$ cat config.mk
export PLATFORM = sky130hd
export DESIGN_NAME = kronecker_edge_generator
export DESIGN_NICKNAME = d
export VERILOG_FILES = /design/src/rtl/keg_pkg.sv /design/src/rtl/keg_quadrant.sv /design/src/rtl/keg_accum.sv /design/src/rtl/kronecker_edge_generator.sv
export SDC_FILE = /design/constraint.sdc
export NUM_CORES = 1
export LEC_CHECK = 0
export ABC_AREA = 1
export BUFFER_PORTS_ARGS = -buffer_cell sky130_fd_sc_hd__buf_4
export CAP_MARGIN = 40
export CORE_AREA = 2 2 166 168
export DETAILED_ROUTE_END_ITERATION = 7
export DIE_AREA = 0 0 168 170
export GPL_TIMING_DRIVEN = 0
export PLACE_DENSITY = 0.8
export SYNTH_ARGS = -nofsm -noshare
export SYNTH_HDL_FRONTEND = slang
export SYNTH_SLANG_ARGS = --single-unit
$ cat constraint.sdc
create_clock -name clk_i -period 5.6 [get_ports clk_i]
set_clock_uncertainty 0.15 [all_clocks]
set_input_delay 0.56 -clock clk_i [delete_from_list [all_inputs] [get_ports clk_i]]
set_output_delay 0.56 -clock clk_i [all_outputs]
set_load 0.01 [all_outputs]
$ cat src/rtl/keg_pkg.sv
// ----------------------------------------------------------------------------
// keg_pkg
// Shared types and constants of the Kronecker edge generator.
// ----------------------------------------------------------------------------
package keg_pkg;

  localparam int MaxVertexBits = 32;

  localparam int SampleW   = 32;
  localparam int VertexW   = 32;
  localparam int VbitsW    = 6;
  localparam int CfgIndexW = 2;
  localparam int CfgDataW  = 32;

  localparam logic [VbitsW-1:0]  VertexBitsRst    = 6'd16;
  localparam logic [SampleW-1:0] LimitZeroZeroRst = 32'd2448131359;
  localparam logic [SampleW-1:0] LimitZeroOneRst  = 32'd3264175145;
  localparam logic [SampleW-1:0] LimitOneZeroRst  = 32'd4080218931;

  typedef enum logic [CfgIndexW-1:0] {
    CfgVertexBits    = 2'd0,
    CfgLimitZeroZero = 2'd1,
    CfgLimitZeroOne  = 2'd2,
    CfgLimitOneZero  = 2'd3
  } cfg_reg_e;

  typedef struct packed {
    logic src_bit;
    logic dst_bit;
  } quad_t;

  typedef struct packed {
    logic done;
    logic self_loop;
  } edge_status_t;

endpackage

$ cat src/rtl/keg_quadrant.sv
// ----------------------------------------------------------------------------
// keg_quadrant
// Picks the quadrant of one level from a sample and three thresholds.
// ----------------------------------------------------------------------------
module keg_quadrant (
  input  logic [keg_pkg::SampleW-1:0] sample_i,
  input  logic [keg_pkg::SampleW-1:0] limit_zz_i,
  input  logic [keg_pkg::SampleW-1:0] limit_zo_i,
  input  logic [keg_pkg::SampleW-1:0] limit_oz_i,
  output keg_pkg::quad_t              quad_o
);

  always_comb begin
    if (sample_i < limit_zz_i) begin
      quad_o = '{src_bit: 1'b0, dst_bit: 1'b0};
    end else if (sample_i < limit_zo_i) begin
      quad_o = '{src_bit: 1'b0, dst_bit: 1'b1};
    end else if (sample_i < limit_oz_i) begin
      quad_o = '{src_bit: 1'b1, dst_bit: 1'b0};
    end else begin
      quad_o = '{src_bit: 1'b1, dst_bit: 1'b1};
    end
  end

endmodule

$ cat src/rtl/keg_accum.sv
// ----------------------------------------------------------------------------
// keg_accum
// Gathers the vertex bits of one edge and bit-reverses them at its end.
// ----------------------------------------------------------------------------
module keg_accum #(
  parameter int MaxVertexBits = keg_pkg::MaxVertexBits,
  localparam int LvlW = $clog2(MaxVertexBits + 1)
) (
  input  logic                       clk_i,
  input  logic                       rst_ni,
  input  logic                       step_i,
  input  keg_pkg::quad_t             quad_i,
  input  logic [LvlW-1:0]            levels_i,
  output keg_pkg::edge_status_t      status_o,
  output logic [MaxVertexBits-1:0]   src_o,
  output logic [MaxVertexBits-1:0]   dst_o
);

  logic [LvlW-1:0]          level_q, level_d, level_inc;
  logic [MaxVertexBits-1:0] src_q, src_d, src_next;
  logic [MaxVertexBits-1:0] dst_q, dst_d, dst_next;
  logic [MaxVertexBits-1:0] src_rev, dst_rev;
  logic [LvlW-1:0]          shift_amt;

  assign level_inc = level_q + LvlW'(1);
  assign src_next  = (src_q << 1) | MaxVertexBits'(quad_i.src_bit);
  assign dst_next  = (dst_q << 1) | MaxVertexBits'(quad_i.dst_bit);

  always_comb begin
    for (int i = 0; i < MaxVertexBits; i++) begin
      src_rev[MaxVertexBits-1-i] = src_next[i];
      dst_rev[MaxVertexBits-1-i] = dst_next[i];
    end
  end

  assign shift_amt = LvlW'(MaxVertexBits) - levels_i;
  assign src_o     = src_rev >> shift_amt;
  assign dst_o     = dst_rev >> shift_amt;

  assign status_o.done      = (level_inc >= levels_i);
  assign status_o.self_loop = (src_o == dst_o);

  always_comb begin
    level_d = level_q;
    src_d   = src_q;
    dst_d   = dst_q;
    if (step_i) begin
      if (status_o.done) begin
        level_d = '0;
        src_d   = '0;
        dst_d   = '0;
      end else begin
        level_d = level_inc;
        src_d   = src_next;
        dst_d   = dst_next;
      end
    end
  end

  always_ff @(posedge clk_i or negedge rst_ni) begin
    if (!rst_ni) begin
      level_q <= '0;
      src_q   <= '0;
      dst_q   <= '0;
    end else begin
      level_q <= level_d;
      src_q   <= src_d;
      dst_q   <= dst_d;
    end
  end

endmodule

$ cat src/rtl/kronecker_edge_generator.sv
// ----------------------------------------------------------------------------
// kronecker_edge_generator
// R-MAT edge generator: one random sample per level, one edge per run of
// levels, self loops dropped.
// ----------------------------------------------------------------------------
// Channel  Direction  Payload
// s_axis   in         tdata[31:0] random_sample
// m_axis   out        tdata[31:0] source_vertex, tdata[63:32] target_vertex
// cfg      in         cfg_index_i register index, cfg_data_i value
//
// A sample is taken every cycle while the result register is not stalled;
// the sample register feeds the compare and the vertex registers, and an
// edge is written into the result register from its last sample.
// A stalled result register holds the sample register, which then stops
// taking samples. Reset restores the register defaults and empties both
// stages; the configuration port is always ready.
// ----------------------------------------------------------------------------
module kronecker_edge_generator #(
  parameter int MaxVertexBits = keg_pkg::MaxVertexBits
) (
  input  logic                          clk_i,
  input  logic                          rst_ni,
  input  logic                          s_axis_tvalid,
  output logic                          s_axis_tready,
  input  logic [keg_pkg::SampleW-1:0]   s_axis_tdata,   // [31:0] random_sample
  output logic                          m_axis_tvalid,
  input  logic                          m_axis_tready,
  output logic [2*keg_pkg::VertexW-1:0] m_axis_tdata,   // [31:0] source, [63:32] target
  input  logic                          cfg_valid_i,
  output logic                          cfg_ready_o,
  input  logic [keg_pkg::CfgIndexW-1:0] cfg_index_i,
  input  logic [keg_pkg::CfgDataW-1:0]  cfg_data_i
);

  localparam int LvlW = $clog2(MaxVertexBits + 1);

  logic [keg_pkg::VbitsW-1:0]  vbits_q;
  logic [keg_pkg::SampleW-1:0] limit_zz_q, limit_zo_q, limit_oz_q;
  logic [LvlW-1:0]             levels;

  logic                        in_valid_q;
  logic [keg_pkg::SampleW-1:0] sample_q;
  logic                        out_valid_q, out_valid_d;
  logic [keg_pkg::VertexW-1:0] out_src_q, out_dst_q;

  logic                        advance;
  logic                        step;
  keg_pkg::quad_t              quad;
  keg_pkg::edge_status_t       status;
  logic [MaxVertexBits-1:0]    src_full, dst_full;
  logic                        emit;

  assign cfg_ready_o = 1'b1;

  always_ff @(posedge clk_i or negedge rst_ni) begin
    if (!rst_ni) begin
      vbits_q    <= keg_pkg::VertexBitsRst;
      limit_zz_q <= keg_pkg::LimitZeroZeroRst;
      limit_zo_q <= keg_pkg::LimitZeroOneRst;
      limit_oz_q <= keg_pkg::LimitOneZeroRst;
    end else if (cfg_valid_i) begin
      case (keg_pkg::cfg_reg_e'(cfg_index_i))
        keg_pkg::CfgVertexBits:    vbits_q    <= cfg_data_i[keg_pkg::VbitsW-1:0];
        keg_pkg::CfgLimitZeroZero: limit_zz_q <= cfg_data_i[keg_pkg::SampleW-1:0];
        keg_pkg::CfgLimitZeroOne:  limit_zo_q <= cfg_data_i[keg_pkg::SampleW-1:0];
        keg_pkg::CfgLimitOneZero:  limit_oz_q <= cfg_data_i[keg_pkg::SampleW-1:0];
        default: ;
      endcase
    end
  end

  always_comb begin
    if (vbits_q == '0) begin
      levels = LvlW'(1);
    end else if (int'(vbits_q) > MaxVertexBits) begin
      levels = LvlW'(MaxVertexBits);
    end else begin
      levels = LvlW'(vbits_q);
    end
  end

  assign advance       = !out_valid_q || m_axis_tready;
  assign step          = in_valid_q && advance;
  assign s_axis_tready = !in_valid_q || advance;

  always_ff @(posedge clk_i or negedge rst_ni) begin
    if (!rst_ni) begin
      in_valid_q <= 1'b0;
    end else if (s_axis_tready) begin
      in_valid_q <= s_axis_tvalid;
    end
  end

  always_ff @(posedge clk_i) begin
    if (s_axis_tready && s_axis_tvalid) begin
      sample_q <= s_axis_tdata;
    end
  end

  keg_quadrant u_quadrant (
    .sample_i   (sample_q),
    .limit_zz_i (limit_zz_q),
    .limit_zo_i (limit_zo_q),
    .limit_oz_i (limit_oz_q),
    .quad_o     (quad)
  );

  keg_accum #(
    .MaxVertexBits (MaxVertexBits)
  ) u_accum (
    .clk_i    (clk_i),
    .rst_ni   (rst_ni),
    .step_i   (step),
    .quad_i   (quad),
    .levels_i (levels),
    .status_o (status),
    .src_o    (src_full),
    .dst_o    (dst_full)
  );

  assign emit = step && status.done && !status.self_loop;

  always_comb begin
    out_valid_d = out_valid_q;
    if (advance) begin
      out_valid_d = emit;
    end
  end

  always_ff @(posedge clk_i or negedge rst_ni) begin
    if (!rst_ni) begin
      out_valid_q <= 1'b0;
    end else begin
      out_valid_q <= out_valid_d;
    end
  end

  always_ff @(posedge clk_i) begin
    if (emit) begin
      out_src_q <= keg_pkg::VertexW'(src_full);
      out_dst_q <= keg_pkg::VertexW'(dst_full);
    end
  end

  assign m_axis_tvalid = out_valid_q;
  assign m_axis_tdata  = {out_dst_q, out_src_q};

endmodule
# Word level (Yosys, flattened, before mapping)
# Cells that the tools add are included.
totals:
  reg_bits: 268
  latch_bits: 0
  ram_bits: 0
  romBits: 0
  input_bits: 71
  output_inout_bits: 67
  wordCells: 50
  n_memories: 0
op_classes:
  addsub: 2
  multipliers: 0
  div_mod_pow: 0
  n_lt_le_gt_ge: 5
  n_eq_ne: 4
  shifts: 2
  mux: 8
  bitwise: 2
  reduce_logical: 15
ops:
  columns: ["operator", "count"]
  rows:
  - ["32-bit < comparator", 3]
  - ["32-bit by 1-bit OR with 32-bit output", 2]
  - ["32-bit by 6-bit right shift with 32-bit output", 2]
  - ["31-bit 2-to-1 mux", 2]
  - ["32-bit == test", 1]
  - ["6-bit 2-to-1 mux", 3]
  - ["2-bit AND reduction", 4]
  - ["6-bit by 1-bit adder with 6-bit output (second input constant)", 1]
  - ["6-bit greater-or-equal comparator", 1]
  - ["6-bit greater-than comparator (second input constant)", 1]
  - ["6-bit zero test", 1]
  - ["6-bit subtractor (first input constant)", 1]
  - ["2-bit == test (second input constant)", 2]
  - ["1-bit logical AND", 4]
  - ["2-bit 2-to-1 mux", 2]
  - ["1-bit zero test", 3]
  - ["2-bit by 1-bit == test with 1-bit output (second input constant)", 1]
  - ["2-bit zero test", 1]
  - ["1-bit logical OR", 2]
  - ["1-bit 2-to-1 mux", 1]

# Depth between registers and ports, before layout
logic_depth:
  depth_word: 9
  ltp_mapped: 30
  mapped_depth_nobuf: 30

# By module
# A second synthesis with hierarchy kept.
hier_totals:
  cells_unflattened: 2157
  hier_area_um2: 16523.3
modules_own_cells:
  columns: ["module", "n_inst", "cells_per_inst", "area_per_inst_um2", "seq_area_each_um2"]
  rows:
  - ["keg_accum", 1, 1278, 7277.0, 1701.6]
  - ["kronecker_edge_generator", 1, 490, 6819.0, 5549.1]
  - ["keg_quadrant", 1, 389, 2427.3, 0.0]

# Least setup slack after synthesis
# No wires, ideal clock.
synth_path:
  path_type: "register to register"
  startpoint: "reg vbits_q[2] (netlist name)"
  endpoint: "reg out_dst_q[0] (netlist name) (enable)"
  setup_ns: 0.418
  t_arrival_ns: 4.282
  required_time_ns: 5.032
  setup_slack_ns: 0.750
  path_stages_with_launch: 20
  n_path_buf: 3
  period_less_slack_ns: 4.850
  path_cell_list: "dfrtp_1 nor3_2 nand4_1 nand2_2 inv_4 ha_1 clkbuf_1 clkbuf_1 clkbuf_1 nand2_1 o21ai_1 nor2_1 o311ai_0 nand2_1 xor2_1 nand2_1 nor2_1 nand2_1 nand2_1 inv_1"
synth_between:
  elab_chain_len: 8
  elab_cells_between_ends: 12
  classes_between: "add/sub: 1; order compare: 2; eq/ne: 1; shift: 2; mux: 2; reduce/logical: 4"
synth_lines:
  columns: ["element", "line_no", "text"]
  rows:
  - ["from (decl)", "kronecker_edge_generator.sv:37", "logic [keg_pkg::VbitsW-1:0] vbits_q;"]
  - ["from (signal assigned)", "kronecker_edge_generator.sv:57", "vbits_q <= keg_pkg::VertexBitsRst;"]
  - ["from (signal assigned)", "kronecker_edge_generator.sv:63", "keg_pkg::CfgVertexBits: vbits_q <= cfg_data_i[keg_pkg::VbitsW-1:0];"]
  - ["6-bit greater-than comparator", "kronecker_edge_generator.sv:75", "end else if (int'(vbits_q) > MaxVertexBits) begin"]
  - ["6-bit 2-to-1 mux", "kronecker_edge_generator.sv:75", null]
  - ["6-bit 2-to-1 mux *", "kronecker_edge_generator.sv:73", "if (vbits_q == '0) begin"]
  - ["6-bit subtractor", "keg_accum.sv:36", "assign shift_amt = LvlW'(MaxVertexBits) - levels_i;"]
  - ["32-bit by 6-bit right shift with 32-bit output (on tied branches)", "keg_accum.sv:37, keg_accum.sv:38", null]
  - ["32-bit == test", "keg_accum.sv:41", "assign status_o.self_loop = (src_o == dst_o);"]
  - ["1-bit zero test", "kronecker_edge_generator.sv:121", "assign emit = step && status.done && !status.self_loop;"]
  - ["1-bit logical AND *", "kronecker_edge_generator.sv:121", null]
  - ["net emit", "kronecker_edge_generator.sv:51", "logic emit;"]
  - ["to (signal assigned)", "kronecker_edge_generator.sv:141", "out_dst_q <= keg_pkg::VertexW'(dst_full);"]
  - ["to (decl)", "kronecker_edge_generator.sv:44", "logic [keg_pkg::VertexW-1:0] out_src_q, out_dst_q;"]
# Mark *: on every way through the listed nets, which the timed path passes. The rest lies on a longest branch.
# A chain may end at the register's enable or synchronous reset.

# Worst setup path after layout
layout_path:
  startpoint: "reg vbits_q[2] (netlist name)"
  endpoint: "reg out_dst_q[0] (netlist name) (enable)"
layout_between:
  elab_chain_len: 8
  elab_cells_between_ends: 12
  classes_between: "add/sub: 1; order compare: 2; eq/ne: 1; shift: 2; mux: 2; reduce/logical: 4"
layout_lines:
  columns: ["element", "line_no", "text"]
  rows:
  - ["6-bit greater-than comparator", "kronecker_edge_generator.sv:75", null]
  - ["6-bit 2-to-1 mux", "kronecker_edge_generator.sv:75", null]
  - ["6-bit 2-to-1 mux *", "kronecker_edge_generator.sv:73", null]
  - ["6-bit subtractor *", "keg_accum.sv:36", null]
  - ["32-bit by 6-bit right shift with 32-bit output *", "keg_accum.sv:37", "assign src_o = src_rev >> shift_amt;"]
  - ["net src_full[3]", "kronecker_edge_generator.sv:50", "logic [MaxVertexBits-1:0] src_full, dst_full;"]
  - ["32-bit == test *", "keg_accum.sv:41", null]
  - ["1-bit zero test *", "kronecker_edge_generator.sv:121", null]
  - ["1-bit logical AND *", "kronecker_edge_generator.sv:121", null]
  - ["net emit", "kronecker_edge_generator.sv:51", null]
# Marked as above.

==> flow_metrics.env <==
export IMPL_finalSetupViolCount=0
export IMPL_setup_ws_ns=0.317
export IMPL_slowest_delay_ns=0.57
export IMPL_synth_flop_cell="dfrtp_1"
export IMPL_synth_most_common_cell="nand2_1"
export IMPL_die_area_sq_um=28600
export IMPL_grt_pass1_vias=13917
export IMPL_drt_total_wl_um=47900
export IMPL_synth_commonest_cells="nand2_1 (619), inv_1 (268), o21ai_0 (215), nand3_1 (126), dfrtp_1 (121)"
export IMPL_clk_pin_slew_ns=0.06
export IMPL_grt_pass1_wl_um=75800
export IMPL_grtUsageTotal_pct=33.7
export IMPL_drc=0
export IMPL_syn_area_sq_um=15900
export IMPL_cts_root_buf="clkbuf_16"
export IMPL_ios=138
export IMPL_endpoint_kind="flip-flop"
export IMPL_grt_max_degree=94
export IMPL_port_buffers=136
export IMPL_die_x_um=168
export IMPL_postCtsSetupBuffers=0
export IMPL_htreeDepth=1
export IMPL_grt_busiest_layer="met2"
export IMPL_placed_area_sq_um=17400
export IMPL_crit_path_start_kind="flip-flop"
export IMPL_vias=14628
export IMPL_arrival_ns=5.43
export IMPL_cp_required_ns=5.75
export IMPL_async_flop_share_pct=64.2
export IMPL_synth_top_cell_area_share_pct=19.0
export IMPL_grt_overflow_total=0
export IMPL_grt_setup_unrepaired="no"
export IMPL_synth_edf_count=96
export IMPL_area_growth_pct=15.0
export IMPL_finalSetupTns_ns=0
export IMPL_nNetsFinal=2373
export IMPL_syn_inst=2032
export IMPL_synth_top_cell_by_area="dfrtp_1"
export IMPL_critPathTopFamily="simple AND/OR/NAND/NOR gates"
export IMPL_die_h_um=170
export IMPL_hold_path_class="primary input to flip-flop"
export IMPL_p_leak_nw=8.76
export IMPL_tritoncts="built"
export IMPL_synth_distinct_cells=42
export IMPL_tightestPinTransition_ns=0.696
export IMPL_final_cell_area_sq_um=18300
export IMPL_via_per_inst=5.71
export IMPL_grtUsageMet3_pct=4.77
export IMPL_yosysWarnings=0
export IMPL_wire_per_inst_um=18.7
export IMPL_firstDrtPassIters=5
export IMPL_cpMaxStageDelayCell="o311ai_1"
export IMPL_path_class="flip-flop to flip-flop"
export IMPL_fp_coreArea_sq_um=26700
export IMPL_slew_viol_final=0
export IMPL_critical_path_buf_inv_count=5
export IMPL_grt_use_met2_pct=53.5
export IMPL_antenna_found_initial=0
export IMPL_vdd_drop_max_mv=0.370
export IMPL_synth_net_count=2204
export IMPL_insertion_delay_ns=0.57
export IMPL_detail_route_antenna_nets=0
export IMPL_max_freq_mhz=189
export IMPL_postSynthAreaPerCell_sq_um=7.83
export IMPL_layout_drive_gt1_share_pct=13.5
export IMPL_diodes=0
export IMPL_crit_top_cell="nand2_1"
export IMPL_path_cells="nor3_2 -> nand4_1 -> nand2_2 -> inv_4 -> ha_1 -> buf_1 -> clkbuf_1 -> nor2_1 -> o311ai_1 -> nand2_1 -> nand2_1 -> nor2_1 -> nor2_1 -> nand2_1 -> nor2_1 -> nand2_1 -> nor2_1 -> nand2_1 -> nand2_1 -> inv_2 -> buf_12"
export IMPL_hold_viol=0
export IMPL_finalCritPeriodShare_pct=94.3
export IMPL_place_worst_setup_slack_ns=0.333
export IMPL_ys_ff_latch=268
export IMPL_slew_headroom_pct=53.1
export IMPL_crit_fanout=44
export IMPL_outcome="completed"
export IMPL_grtUsageMet1_pct=49.2
export IMPL_max_cap_viol_count=0
export IMPL_gp_congestion=1.01
export IMPL_clock_sink_count=268
export IMPL_drtIter0Drc=1443
export IMPL_std_cell_rows=60
export IMPL_start_util_pct=59.7
export IMPL_cts_buffers=27
export IMPL_period_needed_ns=5.28
export IMPL_yosys_top_cells_area="dfrtp_1 (19%), edfxtp_1 (18%), nand2_1 (15%), dfstp_2 (8.4%), ha_1 (7.9%)"
export IMPL_cts_buffer_depth=3
export IMPL_dpl_hpwl_um=36800
export IMPL_power_density_nw_per_um2=494
export IMPL_synth_seq_area_share_pct=45.6
==> cell families (layout without fill, tap and decap cells) <==
group / after synthesis / after routing / synth area share [%]
simple gates: 885 / 885 / 22.8
compound gates: 387 / 387 / 13.0
buf+inv: 374 / 564 / 9.57
flops: 268 / 268 / 45.6
fa+ha+maj: 101 / 101 / 7.94
xor+xnor: 8 / 8 / 0.606
mux: 8 / 8 / 0.503
other cells: 1 / 1 / 0.0236
==> flip-flops by register name (all words and copies together) (netlist names) <==
register and flops:
u_accum.dst_q 31, out_src_q 32, limit_zz_q 32, sample_q 32
m_axis_tvalid 1, in_valid_q 1, vbits_q 6, limit_zo_q 32
out_dst_q 32, u_accum.level_q 6, u_accum.src_q 31, limit_oz_q 32
==> cells in the final DEF, fill, tap and decap left out, types with 34 or more instances in the layout <==
cell	synthesis	layout
a21oi_1	53	53
buf_4	16	151
clkbuf_1	40	45
dfrtp_1	121	121
dfstp_2	51	51
edfxtp_1	96	96
ha_1	101	101
inv_1	268	267
nand2_1	619	619
nand3_1	126	126
nor2_1	84	84
o21ai_0	215	215
o21ai_1	34	34
o22ai_1	61	61
==> through the flow <==
| step | instances | hold slack [ns] | utilization, % | total power [W] |
|---|---|---|---|---|
| floorplan | 2032 | 0.114 | - | 0.00563 |
| global placement | 2509 | 0.315 | 65.1 | 0.00706 |
| detailed placement | 2512 | 0.324 | 65.4 | 0.00718 |
| CTS | 2563 | 0.0116 | 68.7 | 0.00895 |
| global route | 2563 | 0.00137 | 68.7 | 0.00960 |
| finish | 2563 | 0.0242 | 68.7 | 0.00904 |
==> power by group <==
part,switching (W),internal [W],total (W),leakage (nW)
combinational,0.00306,0.00141,0.00447,5.30
clock,0.000778,0.000970,0.00175,0.412
sequential,0.000193,0.00263,0.00282,3.05
total,0.00404,0.00501,0.00904,8.76
==> metal layers <==
layer / vias to the layer above / wire length (um)
li1: 7002 / -
met1: 6930 / 21800
met2: 615 / 21300
met3: 81 / 3630
met4: 0 / 1110
met5: - / 0
==> layout make-up <==
type	instances	area (sq um)
Buffer	98	487
Clock buffer	35	727
Clock inverter	15	123
Fill cell	2223	8350
Inverter	276	1040
Multi-Input combinational cell	1390	7140
Sequential cell	268	7250
Tap cell	341	427
Timing Repair Buffer	140	1110
==> worst paths after layout <==
check / slack, ns / start / depth (start not counted) / endpoint
min in group asynchronous: 0.42 / rst_ni / 2 / limit_zz_q[18]
min: 0.02 / s_axis_tdata[27] / 1 / sample_q[27]
max in group asynchronous: 4.01 / rst_ni / 3 / limit_zo_q[25]
min reg2reg: 0.33 / limit_zz_q[11] / 2 / limit_zz_q[11]
max: 0.32 / vbits_q[2] / 21 / out_dst_q[0]
max reg2reg: 0.32 / vbits_q[2] / 21 / out_dst_q[0]
==> worst register-to-register path: stages, from the launching register on <==
cell and delay, ns:
dfrtp_1 0.42, nor3_2 0.22, nand4_1 0.14, nand2_2 0.24, inv_4 0.12, ha_1 0.38
buf_1 0.36, clkbuf_1 0.45, nor2_1 0.12, o311ai_1 0.57, nand2_1 0.17, nand2_1 0.17
nor2_1 0.07, nor2_1 0.09, nand2_1 0.06, nor2_1 0.33, nand2_1 0.10, nor2_1 0.11
nand2_1 0.13, nand2_1 0.16, inv_2 0.21, buf_12 0.26
==> repair_timing <==
action	CTS	global route
hold buffers	1	0
endpoints found under the setup margin	0	44
resized for setup	0	4
endpoints found under the hold margin	41	0
Power figures use the tool's default switching activity.
